<file path="config.mk">
export PLATFORM = sky130hd
export DESIGN_NAME = lsc_mul
export DESIGN_NICKNAME = d
export VERILOG_FILES = /design/src/lsc_pkg.sv /design/src/lsc_mul.sv
export SDC_FILE = /design/constraint.sdc
export NUM_CORES = 2
export LEC_CHECK = 0
export ABC_AREA = 1
export BUFFER_PORTS_ARGS = -buffer_cell sky130_fd_sc_hd__buf_2
export CAP_MARGIN = 20
export CORE_MARGIN = 8
export CORE_UTILIZATION = 30
export CTS_CLUSTER_DIAMETER = 30
export CTS_CLUSTER_SIZE = 24
export DETAILED_ROUTE_END_ITERATION = 12
export GPL_ROUTABILITY_DRIVEN = 1
export SLEW_MARGIN = 20
export SYNTH_ARGS = -nofsm -noshare
export SYNTH_HDL_FRONTEND = slang
export SYNTH_SLANG_ARGS = --single-unit
</file>
<file path="constraint.sdc">
create_clock -name aclk -period 16.9 [get_ports aclk]
set_input_delay 0.845 -clock aclk [delete_from_list [all_inputs] [get_ports aclk]]
set_output_delay 0.845 -clock aclk [all_outputs]
set_load 0.05 [all_outputs]
</file>
<file path="src/lsc_pkg.sv">
// Shared types and fixed-point constants for the Legendre series evaluator.
// Used by lsc_mul and by the top level; depends on nothing.

package lsc_pkg;

    localparam int FRAC_W   = 16;
    localparam int DATA_W   = 48;
    localparam int COEF_W   = 32;
    localparam int PT_W     = 20;
    localparam int IDX_W    = 10;
    localparam int ORD_W    = 4;
    localparam int RATIO_W  = 18;
    localparam int HALF_W   = 24;
    localparam int PP_W     = HALF_W + 1 + PT_W;
    localparam int FULL_W   = DATA_W + PT_W;
    localparam int MRES_W   = FULL_W - FRAC_W;
    localparam int WIDE_W   = MRES_W + 2;
    localparam int Q16_ONE  = 1 << FRAC_W;

    localparam logic MODE_WRITE = 1'b0;
    localparam logic MODE_EVAL  = 1'b1;

    typedef struct packed {
        logic                       mode;
        logic [IDX_W-1:0]           coef_index;
        logic signed [COEF_W-1:0]   coef_value;
        logic signed [PT_W-1:0]     point;
        logic [ORD_W-1:0]           order;
        logic [IDX_W-1:0]           base_offset;
    } in_req_t;

    typedef struct packed {
        logic signed [DATA_W-1:0]   sum_value;
        logic                       overflow;
        logic                       range_error;
    } result_t;

    typedef struct packed {
        logic                       start;
        logic signed [DATA_W-1:0]   a;
        logic signed [PT_W-1:0]     b;
    } mul_req_t;

    typedef struct packed {
        logic                       done;
        logic signed [MRES_W-1:0]   value;
    } mul_rsp_t;

endpackage

</file>
<file path="src/lsc_mul.sv">
// Shared Q.16 multiplier: 48-bit by 20-bit product from two partial products of
// its 24-bit halves, rounded to nearest. Depends on lsc_pkg.

module lsc_mul (
    input  logic              aclk,
    input  logic              aresetn,
    input  lsc_pkg::mul_req_t req,
    output lsc_pkg::mul_rsp_t rsp
);
    import lsc_pkg::*;

    typedef enum logic [1:0] {
        MUL_IDLE,
        MUL_LO,
        MUL_HI,
        MUL_DONE
    } phase_t;

    phase_t                    phase_reg, phase_next;
    logic signed [DATA_W-1:0]  a_reg;
    logic signed [PT_W-1:0]    b_reg;
    logic signed [PP_W-1:0]    lo_reg;
    logic signed [PP_W-1:0]    hi_reg;
    logic signed [HALF_W:0]    op_a;
    logic signed [PP_W-1:0]    product;
    logic signed [FULL_W-1:0]  full;

    assign op_a    = (phase_reg == MUL_LO) ? $signed({1'b0, a_reg[HALF_W-1:0]})
                                           : $signed({a_reg[DATA_W-1], a_reg[DATA_W-1:HALF_W]});
    assign product = PP_W'(op_a * b_reg);
    assign full    = (FULL_W'(hi_reg) <<< HALF_W) + FULL_W'(lo_reg)
                   + FULL_W'(Q16_ONE / 2);

    assign rsp.done  = (phase_reg == MUL_DONE);
    assign rsp.value = full[FULL_W-1:FRAC_W];

    always_comb begin
        phase_next = phase_reg;
        case (phase_reg)
            MUL_IDLE: phase_next = req.start ? MUL_LO : MUL_IDLE;
            MUL_LO:   phase_next = MUL_HI;
            MUL_HI:   phase_next = MUL_DONE;
            MUL_DONE: phase_next = req.start ? MUL_LO : MUL_IDLE;
            default:  phase_next = MUL_IDLE;
        endcase
    end

    always_ff @(posedge aclk) begin
        if (!aresetn) begin
            phase_reg <= MUL_IDLE;
        end else begin
            phase_reg <= phase_next;
        end
        if (req.start) begin
            a_reg <= req.a;
            b_reg <= req.b;
        end
        if (phase_reg == MUL_LO) begin
            lo_reg <= product;
        end
        if (phase_reg == MUL_HI) begin
            hi_reg <= product;
        end
    end

    a_start_when_free: assert property (@(posedge aclk) disable iff (!aresetn)
        req.start |-> (phase_reg == MUL_IDLE || phase_reg == MUL_DONE))
        else $error("Multiplier started while busy.");

    a_done_follows_hi: assert property (@(posedge aclk) disable iff (!aresetn)
        phase_reg == MUL_HI |=> rsp.done)
        else $error("Multiplier result did not follow the high partial product.");

    a_lo_needs_start: assert property (@(posedge aclk) disable iff (!aresetn)
        phase_reg == MUL_LO |-> $past(req.start))
        else $error("Multiplier ran without a start.");

endmodule

</file>
* Word-level counts from Yosys, hierarchy flattened
Cells that the tools add are included.
** Cells by class
- Add/sub/neg operators :: 2
- Multiply operators :: 1
- Equal/unequal tests :: 3
- Mux-type cells :: 3
- Reductions and logical operators :: 2
** Operators by type and width (count)
- adder 68 x 17 -> 68 bit (second input constant) :: 1
- adder 68 x 45 -> 68 bit :: 1
- multiplier 25 x 20 -> 45 bit :: 1
- two-way mux 25 bit :: 1
- case mux 2 bit (3 select lines) :: 1
- equality test 2 bit (second input constant) :: 2
- equality test 2 x 1 -> 1 bit (second input constant) :: 1
- logical NOT 2 bit :: 1
- OR reduction 2 bit :: 1
- two-way mux 1 bit :: 1
** Storage, ports and cells
- Flip-flop bits (word level) :: 159
- Bits of input ports :: 71
- Output and inout bits :: 53
- Logic and storage cells :: 16

* Depth between registers and ports, before layout
- Depth in word-level cells :: 3
- Gate-level depth with buffers :: 35
- Depth with buffers taken out :: 34

* Worst setup path before layout
Ideal clock, no wire load.
- Kind :: flip-flop to flip-flop
- Start :: reg phase_reg[1]
- End :: reg hi_reg[36], data pin
- Library setup time :: 0.257 ns
- Data arrival time :: 7.380 ns
- Required time :: 16.643 ns
- Path slack :: 9.264 ns
- Cell stages (with the launch flop) :: 28
- Path buffers :: 1
- Clock period less this slack :: 7.636 ns
- Cell sequence :: dfxtp_1 inv_1 ha_1 inv_2 nand2_2 buf_1 nor2_1 fa_1 inv_1 fa_1 inv_1 fa_1 inv_1 fa_1 inv_1 fa_1 inv_1 fa_1 fa_1 inv_1 ha_1 nand2_1 nor2_1 nand2_1 nor3_1 nand3_1 nand4_1 nand2_1
** On the way
- Word-level cells in the longest chain between the ends :: 3
** RTL lines
- start: declaration :: line lsc_mul.sv:19 : phase_t phase_reg, phase_next;
- start signal: assignment :: line lsc_mul.sv:52 : phase_reg <= phase_next;
- equality test 2 x 1 -> 1 bit :: line lsc_mul.sv:28 : assign op_a = (phase_reg == MUL_LO) ? $signed({1'b0, a_reg[HALF_W-1:0]})
- two-way mux 25 bit :: line lsc_mul.sv:28
- multiplier 25 x 20 -> 45 bit :: line lsc_mul.sv:30 : assign product = PP_W'(op_a * b_reg);
- via product[36] :: line lsc_mul.sv:25 : logic signed [PP_W-1:0] product;
- end signal: assignment :: line lsc_mul.sv:62 : hi_reg <= product;
- end: declaration :: line lsc_mul.sv:23 : logic signed [PP_W-1:0] hi_reg;
The timed path passes the listed nets, and every way through them passes these cells.
A chain may end at the register's enable or synchronous reset.

* Worst setup path in the final report
- Start :: reg phase_reg[0]
- End :: reg hi_reg[36], data pin
Same word-level chain as after synthesis.

==> impl_metrics.tcl <==
set metrics [dict create \
    status "complete, no violations" \
    cts.path.max_buffers 2 \
    synth.net_count 4414 \
    maxSlewViolCount 0 \
    crit-reg2reg-capture "hi_reg[36]" \
    postPlaceCellArea_um2 30400 \
    grt_use_met3_pct 2.91 \
    slowest_stage "buf_4" \
    top_usage_layer "met2" \
    clkTransAtPathRegs_ps 70 \
    gp_congestion 0.940 \
    ys_seq_elements 144 \
    core-area_um2 93500 \
    syn_area_per_cell_um2 7.73 \
    hold-path-cell-count 1 \
    relSlewSlack_pct 28.6 \
    place_hpwl_um 76700 \
    final_common_cell "nand2_1" \
    r2r_cells 26 \
    synth_area_um2 28400 \
    ctsHoldBuffers 0 \
    clock_skew_ps 12.2 \
    synth_warnings 0 \
    num_rows 112 \
    hold_path_class "in -> reg" \
    post-route-min-period_ps 9000 \
    setup_tns_ps 0 \
    regToRegStartpoint "phase_reg[0]" \
    via_per_inst 4.58 \
    clock_sinks 144 \
    gr-usage-met1_pct 22.3 \
    worst_slew_pin_slew_ps 1070 \
    required_ps 17090 \
    drc 0 \
    syn_inst 3669 \
    startpoint_type "register" \
    synth.top_cell.area_share_pct 36.0 \
    grt_max_degree 70 \
    cts_buffers 17 \
    yosys.area.top_type "fa_1" \
    nets 4505 \
    routed_wl_um 87900 \
    min_to "a_reg[27]" \
    cts-resized-gates 0 \
    wl_per_cell_um 17.5 \
    crit_family "adder cells" \
    rsz0062_at_grt "no" \
    die_w_um 323 \
    grt_usage_pct 17.2 \
    critPathBufInv 7 \
    drt.antenna.violating_nets 0 \
    slowest_delay_ps 730 \
    io_pins 124 \
    final_area_um2 30900 \
    cts_root_buf "clkbuf_16" \
    drtPass1Iterations 5 \
    diodes 0 \
    die_h_um 323 \
    crit_fanout 62 \
    htreeDepth 4 \
    critPathCaptureType "register" \
    cap_violations 0 \
    vias 23004 \
    dieArea_um2 105000 \
    syn_to_final_growth_pct 9.10 \
    ys_types 39 \
    fin_crit_sh_pct 53.2 \
    io_buffers 123 \
    grt_pass1_vias 24211 \
    r2r_slack_ps 7900 \
    largest_reg_flops 48 \
    grt_pass1_wl_um 138000 \
    initialDrtViolationCount 1645 \
    yosysSeqAreaShare_pct 15.2 \
    path_common_cell "fa_1" \
    synth_area_leaders "fa_1 36%, edfxtp_1 15%, nand2_1 13%" \
    hold_violations 0 \
    cts_setup_buffers 0 \
    insertion_delay_ps 470 \
    report.final.setup_viol 0 \
    grt_overflow 0 \
    gr-usage-met2_pct 28.5 \
    cts_tree "built" \
    hold_start "req[47]" \
    mostFrequentLayoutCells "987 x nand2_1, 960 x inv_1, 510 x fa_1" \
    antenna_found_initial 1 \
    fmax_ghz 0.111 \
    path_class "reg -> reg" \
    cp.arrival_ps 9190 \
    initial_utilization_pct 30.3 \
    drive_above_1_share_pct 7.34 \
]
## layout make-up
class	count	area [um^2]
clock buffers	17	425
clock inverters	14	144
flip-flops and latches	144	4300
fillers	9978	62500
well taps	1254	1570
inverters	980	3680
repair buffers	140	746
multi-input cells	2477	20100
## synthesized netlist by cell type
| library cell | instances |
|---|---|
| or2_2 | 14 |
| o21ai_1 | 1 |
| a31o_2 | 1 |
| and3_1 | 4 |
| o21bai_1 | 13 |
| fa_1 | 510 |
| xnor2_1 | 11 |
| nor4_1 | 2 |
| nand3_1 | 110 |
| nand2_1 | 987 |
| nor2_1 | 425 |
| nor2_4 | 7 |
| a21oi_2 | 1 |
| o21ai_0 | 3 |
| nand4_1 | 36 |
| buf_4 | 12 |
| o21bai_2 | 3 |
| buf_2 | 14 |
| clkinv_1 | 3 |
| dfxtp_1 | 2 |
| or2_0 | 3 |
| and2_1 | 1 |
| o21ai_2 | 21 |
| nor2_2 | 15 |
| xor2_1 | 40 |
| ha_1 | 164 |
| nor3_1 | 11 |
| a21o_1 | 3 |
| a21oi_1 | 65 |
| edfxtp_1 | 142 |
| nand3_2 | 6 |
| o21ai_4 | 1 |
| inv_2 | 17 |
| nand3b_1 | 1 |
| buf_1 | 1 |
| nor3_2 | 1 |
| clkbuf_1 | 41 |
| nand2_2 | 17 |
| inv_1 | 960 |
## worst max-delay path by stage
stage	startpoint	endpoint	slack, ps	cells past startpoint
2_1_floorplan	phase_reg[1]	hi_reg[36]	9260	27
3_3_place_gp	phase_reg[0]	hi_reg[36]	7950	26
3_5_place_dp	phase_reg[0]	hi_reg[36]	7910	26
4_1_cts	phase_reg[0]	hi_reg[36]	7900	26
5_1_grt	phase_reg[0]	hi_reg[36]	7390	26
6_report	phase_reg[0]	hi_reg[36]	7900	26
## cells by family after synthesis
family	share of synthesized area, %
flops	15.2
simple gates	23.4
compound gates	2.53
fa+ha+maj	43.2
xor+xnor	1.57
buf+inv	14.1
## per-stage QoR
| step | hold slack [ps] | std cells | utilization, % | worst slack, ps |
|---|---|---|---|---|
| 2_1_floorplan | 549 | 3669 | - | 9260 |
| 3_3_place_gp | 592 | 4995 | 32.5 | 7950 |
| 3_5_place_dp | 597 | 4995 | 32.5 | 7910 |
| 4_1_cts | 512 | 5026 | 33.1 | 7900 |
| 5_1_grt | 516 | 5026 | 33.1 | 7390 |
| 6_report | 543 | 5026 | 33.1 | 7900 |
## worst register-to-register path, stage by stage (launching register included)
cell,delay (ps)
dfxtp_1,400
ha_4,150
buf_4,730
inv_2,350
nand2_2,430
inv_1,180
a21oi_2,600
inv_1,360
nand2_1,180
fa_1,430
fa_1,490
fa_1,520
inv_1,50
fa_1,580
fa_1,440
fa_1,490
inv_1,50
fa_1,490
inv_1,40
ha_1,370
nand2_1,110
nor2_1,280
nand2_1,190
nor3_1,290
nand3_1,250
nand4_1,160
nand2_1,120
## routing by layer
layer,up-vias,routed length (um)
li1,10843,-
met1,11211,38200
met2,806,40300
met3,144,5630
met4,0,3810
met5,-,0
Power is not shown: default switching activity piles up to over one toggle a cycle in this logic, so the estimate is an artifact.
